$ cat src/sv/rsla_pkg.sv
// Shared types and constants for the reassembly slot allocator.
// Used by the front end, request queue, back end, top level and checker.
// Depends on nothing.
`timescale 1ns / 1ps
`default_nettype none

package rsla_pkg;

    localparam int SLOTS    = 4;
    localparam int KEY_BITS = 64;
    localparam int IDX_W    = (SLOTS > 1) ? $clog2(SLOTS) : 1;

    localparam int COUNT_W  = 16;
    localparam int LENGTH_W = 32;
    localparam int SLOT_W   = 4;
    localparam int STAMP_W  = 32;
    localparam int OUTC_W   = 2;

    localparam int S_TDATA_W = 120;
    localparam int M_TDATA_W = 8;

    localparam int QDEPTH  = 2;
    localparam int QPTR_W  = (QDEPTH > 1) ? $clog2(QDEPTH) : 1;
    localparam int QCNT_W  = $clog2(QDEPTH + 1);

    localparam logic CMD_ROUTE   = 1'b0;
    localparam logic CMD_RELEASE = 1'b1;

    typedef enum logic [1:0] {
        RK_ROUTE,
        RK_RELEASE,
        RK_RELEASE_NONE
    } req_kind_t;

    typedef enum logic [OUTC_W-1:0] {
        OC_MATCH    = 2'd0,
        OC_FREE     = 2'd1,
        OC_EVICT    = 2'd2,
        OC_RELEASED = 2'd3
    } outcome_t;

    typedef enum logic [1:0] {
        BK_IDLE,
        BK_SCAN,
        BK_EVICT
    } back_state_t;

    typedef struct packed {
        req_kind_t             kind;
        logic [KEY_BITS-1:0]   key;
        logic [COUNT_W-1:0]    count;
        logic [LENGTH_W-1:0]   length;
        logic [SLOT_W-1:0]     rel_slot;
    } req_t;

    typedef struct packed {
        logic pop;
        logic release_wr;
        logic fast_wr;
        logic scan_start;
        logic evict_wr;
        logic out_load;
    } back_ctl_t;

endpackage

`default_nettype wire

$ cat src/sv/reassembly_slot_lru_allocator_core.sv
// Top level of the reassembly slot allocator: front end, request queue, back end.
// Depends on rsla_pkg, rsla_front, rsla_queue and rsla_back.
//
//   Channel   Direction  tdata (lowest bit up)                          tuser
//   s_        in         resource_key, fragment_count, total_length,     command
//                        release_slot, zero padding (120 bits)
//   m_        out        slot, zero padding (8 bits)                     outcome
//
// A release, and a route that matches an active slot or finds a free one,
// is handled in the back end when it is popped. A route that must evict
// runs an age scan through one slot per cycle on a single signed comparator;
// the chosen slot is written once the result register is free.
// Reset is synchronous and active low; it clears the active bits, the stamps,
// the use counter, the queue and the result valid bit, with no clearing pass.
// A two-entry queue parts the two sides, so input transactions are taken
// while a result waits on m_tready; the back end stalls only on a full result
// register.
`timescale 1ns / 1ps
`default_nettype none

module reassembly_slot_lru_allocator_core (
    input  wire logic                           aclk,
    input  wire logic                           aresetn,
    input  wire logic                           s_tvalid,
    output logic                                s_tready,
    // resource_key[63:0], fragment_count[79:64], total_length[111:80],
    // release_slot[115:112], zero padding above
    input  wire logic [rsla_pkg::S_TDATA_W-1:0] s_tdata,
    // command[0]
    input  wire logic [0:0]                     s_tuser,
    output logic                                m_tvalid,
    input  wire logic                           m_tready,
    // slot[3:0], zero padding above
    output logic [rsla_pkg::M_TDATA_W-1:0]      m_tdata,
    // outcome[1:0]
    output logic [rsla_pkg::OUTC_W-1:0]         m_tuser
);

    // Front end to queue
    logic            push_valid;
    logic            push_ready;
    rsla_pkg::req_t  push_req;

    // Queue to back end
    logic            q_valid;
    logic            q_pop;
    rsla_pkg::req_t  q_req;

    // The front end decodes the command and checks the release index,
    // so the back end sees a ready-made request kind.
    rsla_front u_front (
        .s_tvalid   (s_tvalid),
        .s_tready   (s_tready),
        .s_tdata    (s_tdata),
        .s_tuser    (s_tuser),
        .push_valid (push_valid),
        .push_ready (push_ready),
        .push_req   (push_req)
    );

    // Requests wait here while the back end is busy scanning or stalled.
    rsla_queue u_queue (
        .aclk       (aclk),
        .aresetn    (aresetn),
        .push_valid (push_valid),
        .push_ready (push_ready),
        .push_req   (push_req),
        .pop_valid  (q_valid),
        .pop        (q_pop),
        .pop_req    (q_req)
    );

    // The back end owns the slot table and the result register.
    rsla_back u_back (
        .aclk     (aclk),
        .aresetn  (aresetn),
        .q_valid  (q_valid),
        .q_req    (q_req),
        .q_pop    (q_pop),
        .m_tvalid (m_tvalid),
        .m_tready (m_tready),
        .m_tdata  (m_tdata),
        .m_tuser  (m_tuser)
    );

endmodule

`default_nettype wire

$ cat src/sv/rsla_front.sv
// Front end: unpacks an input transaction and classifies it for the back end.
// Depends on rsla_pkg.
`timescale 1ns / 1ps
`default_nettype none

module rsla_front (
    input  wire logic                           s_tvalid,
    output logic                                s_tready,
    input  wire logic [rsla_pkg::S_TDATA_W-1:0] s_tdata,
    input  wire logic [0:0]                     s_tuser,
    output logic                                push_valid,
    input  wire logic                           push_ready,
    output rsla_pkg::req_t                      push_req
);

    logic [rsla_pkg::SLOT_W-1:0] rel_slot;
    logic                        rel_in_range;

    assign rel_slot     = s_tdata[115:112];
    assign rel_in_range = ({1'b0, rel_slot} < (rsla_pkg::SLOT_W + 1)'(rsla_pkg::SLOTS));

    always_comb begin
        push_req.key      = s_tdata[rsla_pkg::KEY_BITS-1:0];
        push_req.count    = s_tdata[79:64];
        push_req.length   = s_tdata[111:80];
        push_req.rel_slot = rel_slot;
        if (s_tuser[0] == rsla_pkg::CMD_ROUTE) begin
            push_req.kind = rsla_pkg::RK_ROUTE;
        end else if (rel_in_range) begin
            push_req.kind = rsla_pkg::RK_RELEASE;
        end else begin
            // Release of a slot that does not exist only echoes the index.
            push_req.kind = rsla_pkg::RK_RELEASE_NONE;
        end
    end

    assign push_valid = s_tvalid;
    assign s_tready   = push_ready;

endmodule

`default_nettype wire

$ cat src/sv/rsla_queue.sv
// Short request queue that decouples the front end from the back end.
// Depends on rsla_pkg.
`timescale 1ns / 1ps
`default_nettype none

module rsla_queue (
    input  wire logic           aclk,
    input  wire logic           aresetn,
    input  wire logic           push_valid,
    output logic                push_ready,
    input  wire rsla_pkg::req_t push_req,
    output logic                pop_valid,
    input  wire logic           pop,
    output rsla_pkg::req_t      pop_req
);

    rsla_pkg::req_t                 entry_reg [rsla_pkg::QDEPTH];
    logic [rsla_pkg::QPTR_W-1:0]    wr_ptr_reg, wr_ptr_next;
    logic [rsla_pkg::QPTR_W-1:0]    rd_ptr_reg, rd_ptr_next;
    logic [rsla_pkg::QCNT_W-1:0]    fill_reg, fill_next;
    logic                           do_push, do_pop;

    assign push_ready = (fill_reg != rsla_pkg::QCNT_W'(rsla_pkg::QDEPTH));
    assign pop_valid  = (fill_reg != '0);
    assign pop_req    = entry_reg[rd_ptr_reg];
    assign do_push    = push_valid && push_ready;
    assign do_pop     = pop && pop_valid;

    always_comb begin
        wr_ptr_next = wr_ptr_reg;
        rd_ptr_next = rd_ptr_reg;
        fill_next   = fill_reg;
        if (do_push) begin
            wr_ptr_next = (wr_ptr_reg == rsla_pkg::QPTR_W'(rsla_pkg::QDEPTH - 1)) ?
                          '0 : wr_ptr_reg + 1'b1;
        end
        if (do_pop) begin
            rd_ptr_next = (rd_ptr_reg == rsla_pkg::QPTR_W'(rsla_pkg::QDEPTH - 1)) ?
                          '0 : rd_ptr_reg + 1'b1;
        end
        if (do_push && !do_pop) begin
            fill_next = fill_reg + 1'b1;
        end else if (do_pop && !do_push) begin
            fill_next = fill_reg - 1'b1;
        end
    end

    always_ff @(posedge aclk) begin
        if (!aresetn) begin
            wr_ptr_reg <= '0;
            rd_ptr_reg <= '0;
            fill_reg   <= '0;
        end else begin
            wr_ptr_reg <= wr_ptr_next;
            rd_ptr_reg <= rd_ptr_next;
            fill_reg   <= fill_next;
        end
    end

    always_ff @(posedge aclk) begin
        if (do_push) begin
            entry_reg[wr_ptr_reg] <= push_req;
        end
    end

endmodule

`default_nettype wire

$ cat src/sv/rsla_back.sv
// Back end: slot table, match and free search, serial age scan for eviction,
// and the result register. Depends on rsla_pkg.
`timescale 1ns / 1ps
`default_nettype none

module rsla_back (
    input  wire logic                           aclk,
    input  wire logic                           aresetn,
    input  wire logic                           q_valid,
    input  wire rsla_pkg::req_t                 q_req,
    output logic                                q_pop,
    output logic                                m_tvalid,
    input  wire logic                           m_tready,
    output logic [rsla_pkg::M_TDATA_W-1:0]      m_tdata,
    output logic [rsla_pkg::OUTC_W-1:0]         m_tuser
);

    localparam int IW = rsla_pkg::IDX_W;
    localparam int SN = rsla_pkg::SLOTS;

    // Slot table
    logic                            active_reg [SN];
    logic [rsla_pkg::KEY_BITS-1:0]   key_reg    [SN];
    logic [rsla_pkg::COUNT_W-1:0]    count_reg  [SN];
    logic [rsla_pkg::LENGTH_W-1:0]   length_reg [SN];
    logic [rsla_pkg::STAMP_W-1:0]    stamp_reg  [SN];
    logic [rsla_pkg::STAMP_W-1:0]    counter_reg;
    logic [rsla_pkg::STAMP_W-1:0]    counter_inc;

    // Held route request while the age scan runs
    logic [rsla_pkg::KEY_BITS-1:0]   hold_key_reg;
    logic [rsla_pkg::COUNT_W-1:0]    hold_count_reg;
    logic [rsla_pkg::LENGTH_W-1:0]   hold_length_reg;
    logic [IW-1:0]                   scan_idx_reg;
    logic [IW-1:0]                   best_idx_reg;
    logic [rsla_pkg::STAMP_W-1:0]    best_age_reg;

    rsla_pkg::back_state_t           state_reg, state_next;
    rsla_pkg::back_ctl_t             ctl;

    logic                            out_valid_reg;
    logic [rsla_pkg::SLOT_W-1:0]     out_slot_reg;
    rsla_pkg::outcome_t              out_outcome_reg;

    logic                            out_free;
    logic                            hit_any, free_any;
    logic [IW-1:0]                   hit_idx, free_idx, fast_idx;
    rsla_pkg::outcome_t              fast_outcome;
    logic [rsla_pkg::STAMP_W-1:0]    age_first, age_cand;
    logic                            is_route, is_release;

    assign out_free    = !out_valid_reg || m_tready;
    assign counter_inc = counter_reg + 1'b1;
    assign is_route    = (q_req.kind == rsla_pkg::RK_ROUTE);
    assign is_release  = (q_req.kind == rsla_pkg::RK_RELEASE);

    // Parallel match and free search; the lowest index wins.
    always_comb begin
        hit_any  = 1'b0;
        hit_idx  = '0;
        free_any = 1'b0;
        free_idx = '0;
        for (int i = SN - 1; i >= 0; i--) begin
            if (active_reg[i] && key_reg[i] == q_req.key &&
                count_reg[i] == q_req.count && length_reg[i] == q_req.length) begin
                hit_any = 1'b1;
                hit_idx = IW'(i);
            end
            if (!active_reg[i]) begin
                free_any = 1'b1;
                free_idx = IW'(i);
            end
        end
        fast_idx     = hit_any ? hit_idx : free_idx;
        fast_outcome = hit_any ? rsla_pkg::OC_MATCH : rsla_pkg::OC_FREE;
    end

    assign age_first = counter_reg - stamp_reg[0];
    assign age_cand  = counter_reg - stamp_reg[scan_idx_reg];

    // Next state
    always_comb begin
        state_next = state_reg;
        case (state_reg)
            rsla_pkg::BK_IDLE: begin
                if (q_valid && out_free && is_route && !hit_any && !free_any) begin
                    state_next = rsla_pkg::BK_SCAN;
                end
            end
            rsla_pkg::BK_SCAN: begin
                if (scan_idx_reg == IW'(SN - 1)) begin
                    state_next = rsla_pkg::BK_EVICT;
                end
            end
            rsla_pkg::BK_EVICT: begin
                if (out_free) begin
                    state_next = rsla_pkg::BK_IDLE;
                end
            end
            default: begin
                state_next = rsla_pkg::BK_IDLE;
            end
        endcase
    end

    // Control outputs
    always_comb begin
        ctl.pop        = (state_reg == rsla_pkg::BK_IDLE) && q_valid && out_free;
        ctl.release_wr = ctl.pop && is_release;
        ctl.fast_wr    = ctl.pop && is_route && (hit_any || free_any);
        ctl.scan_start = ctl.pop && is_route && !hit_any && !free_any;
        ctl.evict_wr   = (state_reg == rsla_pkg::BK_EVICT) && out_free;
        ctl.out_load   = (ctl.pop && !ctl.scan_start) || ctl.evict_wr;
    end

    assign q_pop = ctl.pop;

    always_ff @(posedge aclk) begin
        if (!aresetn) begin
            state_reg     <= rsla_pkg::BK_IDLE;
            out_valid_reg <= 1'b0;
            counter_reg   <= '0;
            for (int i = 0; i < SN; i++) begin
                active_reg[i] <= 1'b0;
                stamp_reg[i]  <= '0;
            end
        end else begin
            state_reg <= state_next;
            if (ctl.out_load) begin
                out_valid_reg <= 1'b1;
            end else if (m_tready) begin
                out_valid_reg <= 1'b0;
            end
            if (ctl.release_wr) begin
                active_reg[q_req.rel_slot[IW-1:0]] <= 1'b0;
            end
            if (ctl.fast_wr) begin
                active_reg[fast_idx] <= 1'b1;
                stamp_reg[fast_idx]  <= counter_inc;
                counter_reg          <= counter_inc;
            end
            if (ctl.evict_wr) begin
                active_reg[best_idx_reg] <= 1'b1;
                stamp_reg[best_idx_reg]  <= counter_inc;
                counter_reg              <= counter_inc;
            end
        end
    end

    // Payload: slot contents, held request, scan registers, result fields
    always_ff @(posedge aclk) begin
        if (ctl.release_wr) begin
            key_reg[q_req.rel_slot[IW-1:0]]    <= '0;
            count_reg[q_req.rel_slot[IW-1:0]]  <= '0;
            length_reg[q_req.rel_slot[IW-1:0]] <= '0;
        end
        if (ctl.fast_wr && !hit_any) begin
            key_reg[fast_idx]    <= q_req.key;
            count_reg[fast_idx]  <= q_req.count;
            length_reg[fast_idx] <= q_req.length;
        end
        if (ctl.evict_wr) begin
            key_reg[best_idx_reg]    <= hold_key_reg;
            count_reg[best_idx_reg]  <= hold_count_reg;
            length_reg[best_idx_reg] <= hold_length_reg;
        end
        if (ctl.scan_start) begin
            hold_key_reg    <= q_req.key;
            hold_count_reg  <= q_req.count;
            hold_length_reg <= q_req.length;
            best_idx_reg    <= '0;
            best_age_reg    <= age_first;
            scan_idx_reg    <= IW'(1);
        end else if (state_reg == rsla_pkg::BK_SCAN) begin
            // Signed age; a strictly larger one replaces, so ties keep the lower slot.
            if ($signed(age_cand) > $signed(best_age_reg)) begin
                best_idx_reg <= scan_idx_reg;
                best_age_reg <= age_cand;
            end
            scan_idx_reg <= scan_idx_reg + 1'b1;
        end
        if (ctl.evict_wr) begin
            out_slot_reg    <= rsla_pkg::SLOT_W'(best_idx_reg);
            out_outcome_reg <= rsla_pkg::OC_EVICT;
        end else if (ctl.fast_wr) begin
            out_slot_reg    <= rsla_pkg::SLOT_W'(fast_idx);
            out_outcome_reg <= fast_outcome;
        end else if (ctl.out_load) begin
            out_slot_reg    <= q_req.rel_slot;
            out_outcome_reg <= rsla_pkg::OC_RELEASED;
        end
    end

    assign m_tvalid = out_valid_reg;
    assign m_tdata  = rsla_pkg::M_TDATA_W'(out_slot_reg);
    assign m_tuser  = out_outcome_reg;

endmodule

`default_nettype wire

$ cat config.mk
export PLATFORM = sky130hd
export DESIGN_NAME = reassembly_slot_lru_allocator_core
export DESIGN_NICKNAME = d
export VERILOG_FILES = /design/src/sv/rsla_pkg.sv /design/src/sv/reassembly_slot_lru_allocator_core.sv /design/src/sv/rsla_front.sv /design/src/sv/rsla_queue.sv /design/src/sv/rsla_back.sv
export SDC_FILE = /design/constraint.sdc
export NUM_CORES = 2
export LEC_CHECK = 0
export BUFFER_PORTS_ARGS = -buffer_cell sky130_fd_sc_hd__buf_4
export CORE_ASPECT_RATIO = 0.9
export CORE_MARGIN = 10
export CORE_UTILIZATION = 45
export DETAILED_ROUTE_END_ITERATION = 10
export PLACE_DENSITY_LB_ADDON = 0.2
export SETUP_SLACK_MARGIN = 0.1
export SYNTH_ARGS = -nofsm -noshare
export SYNTH_HDL_FRONTEND = slang
export SYNTH_HIERARCHICAL = 1
export SYNTH_SLANG_ARGS = --single-unit
$ cat constraint.sdc
create_clock -name aclk -period 24 [get_ports aclk]
set_input_delay 4.8 -clock aclk [delete_from_list [all_inputs] [get_ports aclk]]
set_output_delay 4.8 -clock aclk [all_outputs]
set_load 0.01 [all_outputs]
==> impl_results.md <==
- Status: finished clean
- Chip Height: 330 µm
- Crit path required time: 24.32 ns
- Latest clock arrival within the worst-skew pair: 0.72 ns
- Worst slew slack as a fraction of its limit: 16.5%
- Maximum clock frequency: 113 MHz
- Largest vdd supply drop: 0.0000650 V
- Combinational share of power: 27.6%
- Post-CTS Setup Inserts: 0
- Clock slew at the register clock pins of the worst setup and hold paths: 0.06 ns
- Final Hold Violating Endpoints: 0
- Number of top-level pins: 137
- Cell types occupying the most area after synthesis: sky130_fd_sc_hd__edfxtp_1 60%, sky130_fd_sc_hd__xnor2_1 4.9%, sky130_fd_sc_hd__nand2b_1 2.8%, sky130_fd_sc_hd__mux2_2 2.5%, sky130_fd_sc_hd__ha_1 2.5%
- Max FO, Critical Path: 64
- Sequential area share after synthesis: 62.0%
- Library cell with the highest instance count after synthesis: sky130_fd_sc_hd__edfxtp_1
- Launching instance or port of the critical path: m_tready
- Setup Slack @ Placement: 14.31 ns
- Max-slew violations: 0
- Number of vias in the routed layout: 29700
- Net switching fraction of the power: 33.8%
- Sequential Power Share: 42.4%
- Static Leakage: 18.3 nW
- Maximum buffer depth of the clock tree: 3
- Critical path class: primary input to register
- First-pass GRT wire length: 211000 µm
- Number of placement rows: 113
- Number of enable flip-flop cells after synthesis: 959
- Main combinational cell family by area after synthesis: simple AND/OR/NAND/NOR gates
- Synthesis-to-layout area growth: 10.0%
- X dimension of the die: 365 µm
- Clock tree from TritonCTS: yes
- Power Internal: 0.00363 W
- Aggregate negative setup slack: 0 ns
- Transition at the pin with the smallest max-transition slack: 1.24 ns
- Share of synthesized registers carrying an async set or reset: 0%
- Synth Area in XOR/XNOR: 6.92%
- Core area: 106000 µm²
- Flip-flop and latch count after synthesis: 1012
- Startpoint kind of the worst setup timing path: primary input
- Largest area contributor in the netlist: sky130_fd_sc_hd__edfxtp_1
- Worst hold path class: register to register
- Number of warnings issued by yosys: 6
- Sort of element at the end of the critical path: register
- First-pass iteration count of the detailed router: 6
- Total Die Area: 121000 µm²
- Routed wirelength normalized by instance count: 29.6 µm
- GRT Resource Usage Total: 24.5%
- Switching power: 0.00185 W
- Max H-tree Level: 3
- Routability congestion estimate from global placement: 1.02
- Clk root buf: sky130_fd_sc_hd__clkbuf_16
- Source of the worst hold timing path: u_back/m_tuser[1]
- Vias/cell: 5.86
- Max-cap check violation count: 0
- Arrival time reported for the critical path endpoint: 9.20 ns
- Post-Route Utilization: 50.1%
- Shortest period the worst path allows: 8.87 ns
- Half-perimeter wire length of the detailed placement result: 110000 µm
- RSZ-0062 raised after global routing: false
- Multiplexer share of the synthesized area: 4.81%
- Finish-stage setup viols: 0
- Via count of the first global-routing pass: 28400
- Worst-case clock skew: 0.0456 ns
- Number of buffers added by the clock tree synthesis step: 108
- Most frequent cells after synthesis: 959 x sky130_fd_sc_hd__edfxtp_1, 269 x sky130_fd_sc_hd__xnor2_1, 216 x sky130_fd_sc_hd__nand2b_1
- Synthesized area per cell: 13.3 µm²
- Number of antenna violations at the first check in global routing: 5
- Total wire length: 150000 µm
- Count of hold-fix buffers inserted at cts: 0
- Post-route worst setup slack: 15.13 ns
- Gate count of the mapped netlist: 3620
- Compound-gate portion of the synthesized area: 6.89%
- First-iteration detailed-routing DRC count: 3220
- Period utilization: 37.0%
- Fraction of post-synthesis cell area in the top cell type by area: 59.8%
- Number of nets at the end of the flow: 3826
- Post-synthesis instance area: 48200 µm²
- Port Buffer Count: 128
- Layout cell share with drive strength beyond 1: 14.1%
- Clock sink count: 1012
- Post-Synth Simple-Gate Area: 12.1%
- Initial core utilization: 45.5%
- Total DRC errors in the routed layout: 0
- Largest register FFs: 256
- Antenna viol nets, final: 0
- Cell Pwr Density: 103 nW/µm²
- Portion of total power attributed to the clock network: 30.0%
- Post-CTS Resized: 0
- Pin count of the biggest net entering global routing: 78
- Count of different cell masters after synthesis: 85
- Area share of fa/ha/maj cells after synthesis: 2.60%
- Dominant register cell in the synthesized netlist: sky130_fd_sc_hd__edfxtp_1
- Gr ovfl total: 0
power groups by stage:
stage | clock (W) | combinational [W] | sequential, W
final | 0.00165 | 0.00151 | 0.00232
after global routing | 0.00174 | 0.00158 | 0.00234
after CTS | 0.00168 | 0.00149 | 0.00232
after detailed placement | 0 | 0.00148 | 0.00236
after global placement | 0 | 0.00148 | 0.00235
after floorplan | 0 | 0.000906 | 0.00235
per-layer routing:
metal / routed length, µm / track usage, %
met5: 0 / 0
met4: 5940 / 9.27
met3: 12600 / 4.99
met2: 66000 / 36.8
met1: 65400 / 34.9
final timing paths:
check / to / slack, ns / cells past startpoint
worst max-delay path: u_back/stamp_reg[0][27] / 15.13 / 12
worst min-delay path: u_back/m_tuser[1] / 0.50 / 2
worst max register to register: u_back/stamp_reg[0][27] / 15.59 / 15
worst min register to register: u_back/m_tuser[1] / 0.50 / 2
cells by family (layout without fill, tap and decap cells):
| family | after synthesis | in the layout |
|---|---|---|
| AOI/OAI and AO/OA | 455 | 455 |
| xor gates and xnor gates | 381 | 381 |
| adders and majority gates | 99 | 99 |
| buffers and inverters | 464 | 527 |
| DFF | 1012 | 1012 |
| muxes | 168 | 168 |
| other | 1 | 6 |
| and+or+nand+nor | 1040 | 1040 |
cell usage in the layout, fill, tap and decap left out, types with 112 or more instances in the layout:
| master | Yosys | layout |
|---|---|---|
| sky130_fd_sc_hd__xnor2_1 | 269 | 269 |
| sky130_fd_sc_hd__inv_1 | 173 | 171 |
| sky130_fd_sc_hd__edfxtp_1 | 959 | 959 |
| sky130_fd_sc_hd__buf_4 | 123 | 158 |
| sky130_fd_sc_hd__nor2b_1 | 116 | 116 |
| sky130_fd_sc_hd__nand2b_1 | 216 | 216 |
| sky130_fd_sc_hd__xor2_1 | 112 | 112 |
| sky130_fd_sc_hd__nand4_1 | 157 | 157 |
| sky130_fd_sc_hd__a22o_1 | 114 | 114 |
| sky130_fd_sc_hd__nand2_1 | 112 | 112 |
| sky130_fd_sc_hd__nor2_1 | 154 | 153 |
worst max-delay path, cell delays in order:
cell and delay [ns]:
sky130_fd_sc_hd__buf_4 0.08, sky130_fd_sc_hd__nor2b_1 0.06, sky130_fd_sc_hd__nor2_1 0.17, sky130_fd_sc_hd__nand3b_1 0.19, sky130_fd_sc_hd__nor3_1 0.48, sky130_fd_sc_hd__o21ai_2 0.35
sky130_fd_sc_hd__nand2_2 0.40, sky130_fd_sc_hd__nand2_4 0.50, sky130_fd_sc_hd__clkinv_2 0.49, sky130_fd_sc_hd__nand3_2 0.83, sky130_fd_sc_hd__nand2_1 0.28, sky130_fd_sc_hd__buf_4 0.51
layout make-up:
class                   count  area, µm²
diodes                      2       5.00
clock buffers             134       2820
clock inverters            60        624
fillers                  9162      52900
inverters                 174        664
multi-input cells        2147      16100
flip-flops and latches   1012      29900
well taps                1380       1730
repair buffers            159       1210
stage by stage:
stage,power [W],cells,instance area [µm²],hold slack (ns)
5_1_grt,0.00566,5066,53000,0.535
3_5_place_dp,0.00384,4872,49600,0.490
6_report,0.00548,5068,53000,0.498
4_1_cts,0.00549,5066,53000,0.503
3_3_place_gp,0.00384,4872,49600,0.481
2_1_floorplan,0.00325,3623,48200,0.466
No activity file was read; power rests on OpenSTA's default activity.
